<file path="src/design/ogmp_pkg.sv">
// Shared types, constants and helpers of the occupancy grid max pool unit
package ogmp_pkg;

  localparam int DEF_MAX_WIDTH  = 4096;
  localparam int DEF_MAX_FACTOR = 16;
  localparam int MAX_HEIGHT     = 4096;
  localparam int QUEUE_DEPTH    = 4;

  localparam int CELL_W       = 8;
  localparam int FACTOR_W     = 5;
  localparam int GRID_W       = 13;
  localparam int CFG_IDX_W    = 2;
  localparam int CFG_DATA_W   = 13;

  localparam logic [CFG_IDX_W-1:0] CFG_IDX_POOL_FACTOR = 2'd0;
  localparam logic [CFG_IDX_W-1:0] CFG_IDX_GRID_WIDTH  = 2'd1;
  localparam logic [CFG_IDX_W-1:0] CFG_IDX_GRID_HEIGHT = 2'd2;

  localparam logic [FACTOR_W-1:0] RST_POOL_FACTOR = 5'd2;
  localparam logic [GRID_W-1:0]   RST_GRID_WIDTH  = 13'd4096;
  localparam logic [GRID_W-1:0]   RST_GRID_HEIGHT = 13'd4096;

  localparam logic signed [CELL_W-1:0] UNKNOWN_CELL = -8'sd1;

  // Where the accumulator of a cell comes from
  typedef enum logic [1:0] {
    SRC_INIT = 2'd0,  // first cell of a block
    SRC_PREV = 2'd1,  // previous cell's running maximum
    SRC_MEM  = 2'd2,  // line buffer entry of the block column
    SRC_PASS = 2'd3   // factor 1, no pooling
  } src_sel_t;

  typedef struct packed {
    logic [FACTOR_W-1:0] pool_factor;
    logic [GRID_W-1:0]   grid_width;
    logic [GRID_W-1:0]   grid_height;
  } cfg_t;

  function automatic int max_int(input int a, input int b);
    return (a > b) ? a : b;
  endfunction

  // Address width for a given depth, at least one bit
  function automatic int addr_width(input int depth);
    return max_int(1, $clog2(depth));
  endfunction

endpackage

</file>
<file path="src/design/ogmp_queue.sv">
// Small register queue between the front end and the back end
module ogmp_queue import ogmp_pkg::*; #(
  parameter type item_t = logic,
  parameter int  DEPTH  = QUEUE_DEPTH
) (
  input  logic  clk,
  input  logic  rst_n,
  input  logic  push,
  input  item_t push_item,
  output logic  full,
  input  logic  pop,
  output logic  valid,
  output item_t head
);

  localparam int PW = addr_width(DEPTH);
  localparam int NW = $clog2(DEPTH + 1);

  item_t         entry_r [DEPTH];
  logic [PW-1:0] wr_ptr_r, wr_ptr_nxt;
  logic [PW-1:0] rd_ptr_r, rd_ptr_nxt;
  logic [NW-1:0] count_r, count_nxt;

  assign full  = count_r == NW'(DEPTH);
  assign valid = count_r != '0;
  assign head  = entry_r[rd_ptr_r];

  always_comb begin
    wr_ptr_nxt = wr_ptr_r;
    rd_ptr_nxt = rd_ptr_r;
    count_nxt  = count_r;
    if (push) begin
      wr_ptr_nxt = (wr_ptr_r == PW'(DEPTH - 1)) ? '0 : wr_ptr_r + PW'(1);
    end
    if (pop) begin
      rd_ptr_nxt = (rd_ptr_r == PW'(DEPTH - 1)) ? '0 : rd_ptr_r + PW'(1);
    end
    if (push && !pop) begin
      count_nxt = count_r + NW'(1);
    end else if (pop && !push) begin
      count_nxt = count_r - NW'(1);
    end
  end

  always_ff @(posedge clk) begin
    if (push) begin
      entry_r[wr_ptr_r] <= push_item;
    end
  end

  always_ff @(posedge clk) begin
    if (!rst_n) begin
      wr_ptr_r <= '0;
      rd_ptr_r <= '0;
      count_r  <= '0;
    end else begin
      wr_ptr_r <= wr_ptr_nxt;
      rd_ptr_r <= rd_ptr_nxt;
      count_r  <= count_nxt;
    end
  end

endmodule

</file>
<file path="config.mk">
export PLATFORM = sky130hd
export DESIGN_NAME = ogmp_queue
export DESIGN_NICKNAME = d
export VERILOG_FILES = /design/src/design/ogmp_pkg.sv /design/src/design/ogmp_queue.sv
export SDC_FILE = /design/constraint.sdc
export NUM_CORES = 1
export LEC_CHECK = 0
export ABC_AREA = 1
export BUFFER_PORTS_ARGS = -buffer_cell sky130_fd_sc_hd__buf_2
export CORE_ASPECT_RATIO = 0.8
export CORE_MARGIN = 1
export CORE_UTILIZATION = 30
export DETAILED_ROUTE_END_ITERATION = 16
export PLACE_DENSITY = 0.49
export SKIP_CTS_REPAIR_TIMING = 1
export SLEW_MARGIN = 20
export SYNTH_ARGS = -nofsm -noshare
export SYNTH_HDL_FRONTEND = slang
export SYNTH_SLANG_ARGS = --single-unit
export TNS_END_PERCENT = 30
</file>
<file path="constraint.sdc">
create_clock -name clk -period 1.79 [get_ports clk]
set_clock_uncertainty 0.15 [all_clocks]
set_input_delay 0.0895 -clock clk [delete_from_list [all_inputs] [get_ports clk]]
set_output_delay 0.0895 -clock clk [all_outputs]
set_load 0.01 [all_outputs]
</file>
# Word-level counts from Yosys, hierarchy flattened
# Memory sizes are Yosys's and may differ from the RTL's. A register that Yosys moved wholly into a read port is not among the register bits.
# Index checks and enable logic that the tools add are counted.
# totals
reg_bits	7
mem_bits_rw	4
input_bits	5
out_inout_bits	3
word_cells	25
n_memories	1
# memory_table
memory	depth	width	rd	rd_ports_with_merged_regs	wr	line_no	text
entry_r	4	1	1	1	1	ogmp_queue.sv:19	item_t entry_r [DEPTH];
# op_classes
add_sub_neg	4
eq_ne	3
n_mux	8
reduce_logical	6
# op_table
operator	count
2-to-1 mux 2 bit	4
2-to-1 mux 3 bit	2
adder 2 x 1 -> 2 bit (second input constant)	2
== test 2 bit (second input constant)	2
adder 3 x 1 -> 3 bit (second input constant)	1
== test 3 bit (second input constant)	1
nonzero test 3 bit	1
subtractor 3 x 1 -> 3 bit (second input constant)	1
logical AND 1 bit	2
logical NOT 1 bit	2
2-to-1 mux 1 bit	2
nonzero test 2 bit	1

# Logic depth before layout (Yosys ltp)
# depth
ltp_word	4
mapped_depth	10
ltp_nobuf	10

# Worst setup path after synthesis
# Ideal clock, no wire load.
# synth_timing
path_type	flip-flop to flip-flop
startpoint	register count_r[0]
endpoint	register count_r[2]
setup_time_ns	0.110
arrival_ns	1.070
t_required_ns	1.530
path_slack_ns	0.460
path_stages_with_launch	8
path_buffers	0
synth_period_minus_slack_ns	1.330
path_cell_list	dfxtp_1 -> fa_1 -> inv_1 -> nand2_1 -> nand3_1 -> nand2_1 -> inv_1 -> nor2_1
# synth_via
elab_chain_len	3
word_cells_on_any_way	4
cone_classes	add/sub: 2; mux: 2
# synth_rtl
item	line_no	text
from (decl)	ogmp_queue.sv:22	logic [NW-1:0] count_r, count_nxt;
from (signal assigned)	ogmp_queue.sv:59	count_r <= count_nxt;
subtractor 3 x 1 -> 3 bit	ogmp_queue.sv:41	count_nxt = count_r - NW'(1);
2-to-1 mux 3 bit	ogmp_queue.sv:40	end else if (pop && !push) begin
2-to-1 mux 3 bit *	ogmp_queue.sv:38	if (push && !pop) begin
# Mark *: on every way between the ends. The rest lies on a longest branch, timed or not. The select of a mux whose other input is x is not followed.
# A chain may end at the register's enable or synchronous reset.

# Worst setup path in the final report
# Ends and elaborated chain as after synthesis.

==> flow_summary.json <==
{
  "status": "complete, but fails checks",
  "grt_overflow": 0,
  "antennaDiodeCount": 0,
  "clockBufferDepth": 2,
  "r2r-start": "count_r[0]",
  "grt_setup_unrepaired": "false",
  "io_buffer_count": 7,
  "synth_enable_flop_cells": 4,
  "cts-root-buf": "clkbuf_4",
  "setup_slack_ns": 0.3809,
  "violations": "negative hold slack",
  "num-fill-cells": 211,
  "slew_viol_final": 0,
  "placementRows": 14,
  "synth_flop_cell": "dfxtp_1",
  "p_per_area_nw_per_um2": 895.4,
  "grt_pass1_vias": 407,
  "ys_seq_elements": 13,
  "post-synth-top-count-cell": "nor2_1",
  "h-tree-depth": 1,
  "synth_seq_area_share": 0.4607,
  "drive_gt1_frac": 0.2410,
  "dp_slack_ns": 0.2971,
  "grt_first_pass_wirelength_um": 1745,
  "clkTransAtPathRegs_ns": 0.08,
  "ys_warn_count": 0,
  "critical_path_arrival_ns": 1.44,
  "fin_nets": 96,
  "core_sq_um": 1962,
  "start_kind": "flip-flop",
  "hold_violations": 2,
  "synth_top_area_cell": "dfxtp_1",
  "setup.worst_path.class": "flip-flop to flip-flop",
  "wl_per_cell_um": 9.308,
  "syn_nets": 83,
  "cp_max_fo": 4,
  "syn_avg_cell_area_sq_um": 9.181,
  "slew_headroom": 0.8492,
  "dieArea_sq_um": 2365,
  "worstHoldEndpoint": "rd_ptr_r[1]",
  "synth_top_area_share": 0.2764,
  "grt_antenna_before_repair": 0,
  "num_vias": 456,
  "hp-class": "input port to flip-flop",
  "r2r-end": "count_r[2]",
  "reg2reg_depth": 7,
  "synth.cell_area_sq_um": 651.9,
  "peakVddDrop_v": 0.0003276,
  "cts_tree": "built",
  "viasPerCell": 4.262,
  "clock_latency_ns": 0.27,
  "power_mw": 0.6733,
  "drc": 0,
  "first_pass_iters": 2,
  "synth.distinct_cells": 19,
  "wl_um": 996,
  "fin_crit_ns": 1.409,
  "ys_top_cells_by_count": "nor2_1 (13), dfxtp_1 (9), inv_1 (8), nand2_1 (8), ha_1 (6)",
  "syn_inst": 71,
  "initial_core_util": 0.3323,
  "hp-start": "pop",
  "fmax_mhz": 709.7,
  "endpoint_kind": "flip-flop",
  "io_pins": 8,
  "critPathRequiredTime_ns": 1.82,
  "hold_slack_ns": -0.02045,
  "synth_top_cells_by_area": "dfxtp_1 (28%), edfxtp_1 (18%), ha_1 (12%)",
  "die_x_um": 54.12,
  "finalSetupViolCount": 0,
  "ff2ff_setup_slack_ns": 0.38,
  "dieHeight_um": 43.70,
  "cts.sinks": 13,
  "grt.total_usage": 0.1137,
  "ant_nets": 0,
  "drt_iter0_markers": 3,
  "setup_tns_ns": 0,
  "fin_crit_sh": 0.7872,
  "power.leakage_nw": 0.3705,
  "cts-buffers-inserted": 3,
  "synthArstFlopShare": 0,
  "grt_max_degree": 9,
  "worstMarginPinSlew_ns": 0.2258,
  "gp_congestion": 0.6176,
  "post-dp-hpwl_um": 753.8,
  "synthToLayoutAreaGrowth_pct": 15.36,
  "max-cap-violations": 0,
  "hold_path_depth": 3
}
[cell families (layout without fill, tap and decap cells)]
| group | Yosys count | in the layout | share of synthesized area |
|---|---|---|---|
| adder cells (fa/ha/maj) | 7 | 7 | 0.1459 |
| XOR/XNOR | 2 | 2 | 0.02688 |
| AO/OA/AOI/OAI | 7 | 7 | 0.05374 |
| AND/OR/NAND/NOR | 27 | 27 | 0.1939 |
| flip-flops | 13 | 13 | 0.4607 |
| buffers and inverters | 15 | 27 | 0.1190 |
[how the worst max path moves through the flow]
stage | startpoint | endpoint | slack (ns) | cells after the start
3_3_place_gp | push | count_r[2] | 0.31 | 10
2_1_floorplan | count_r[0] | count_r[2] | 0.46 | 7
5_1_grt | count_r[0] | count_r[2] | 0.31 | 7
6_report | count_r[0] | count_r[2] | 0.38 | 7
4_1_cts | count_r[0] | count_r[2] | 0.38 | 7
3_5_place_dp | push | count_r[2] | 0.30 | 10
[layout make-up]
type                    count  area (sq um)  area share
inverters                  14         66.31     0.08819
repair buffers              9         55.05     0.07321
multi-input cells          43         274.0      0.3644
clock buffers               4         26.28     0.03494
flip-flops and latches     13         300.3      0.3993
well taps                  24         30.03     0.03993
[layout by cell type, fill, tap and decap left out, drive strengths merged]
cell,count
dlygate4sd3,2
o21ai,5
clkbuf,4
xnor2,1
fa,1
nor3,3
nand4,1
bufinv,1
ha,6
nand2,9
buf,7
inv,13
xor2,1
edfxtp,4
nor2,13
nand3,1
a21oi,2
dfxtp,9
[metrics by stage]
step	std cells	area [sq um]	utilization
floorplan	71	651.9	-
global placement	101	705.7	0.3597
detailed placement	101	705.7	0.3597
CTS	105	732.0	0.3731
global route	107	752.0	0.3833
finish	107	752.0	0.3833
[report_power, final]
part           switching, mW  leakage (nW)  internal (mW)
registers             0.0242         0.111          0.330
clock network         0.0955        0.0150         0.0863
logic                 0.0694         0.244         0.0676
[worst max-delay path, stage by stage, from the launching register on]
cell and delay (ns):
dfxtp_1 0.38, fa_1 0.46, inv_1 0.07, nand2_1 0.06, nand3_1 0.07, nand2_1 0.05
inv_1 0.05, nor2_1 0.04
[metal layers]
metal / GRT usage / routed length, um / up-vias
li1: - / - / 247
met1: 0.1339 / 481 / 201
met2: 0.1704 / 468 / 8
met3: 0.06316 / 46 / 0
met4: 0.04615 / 0 / 0
met5: 0 / 0 / -
Note: power is estimated with default switching activity, not from simulation.
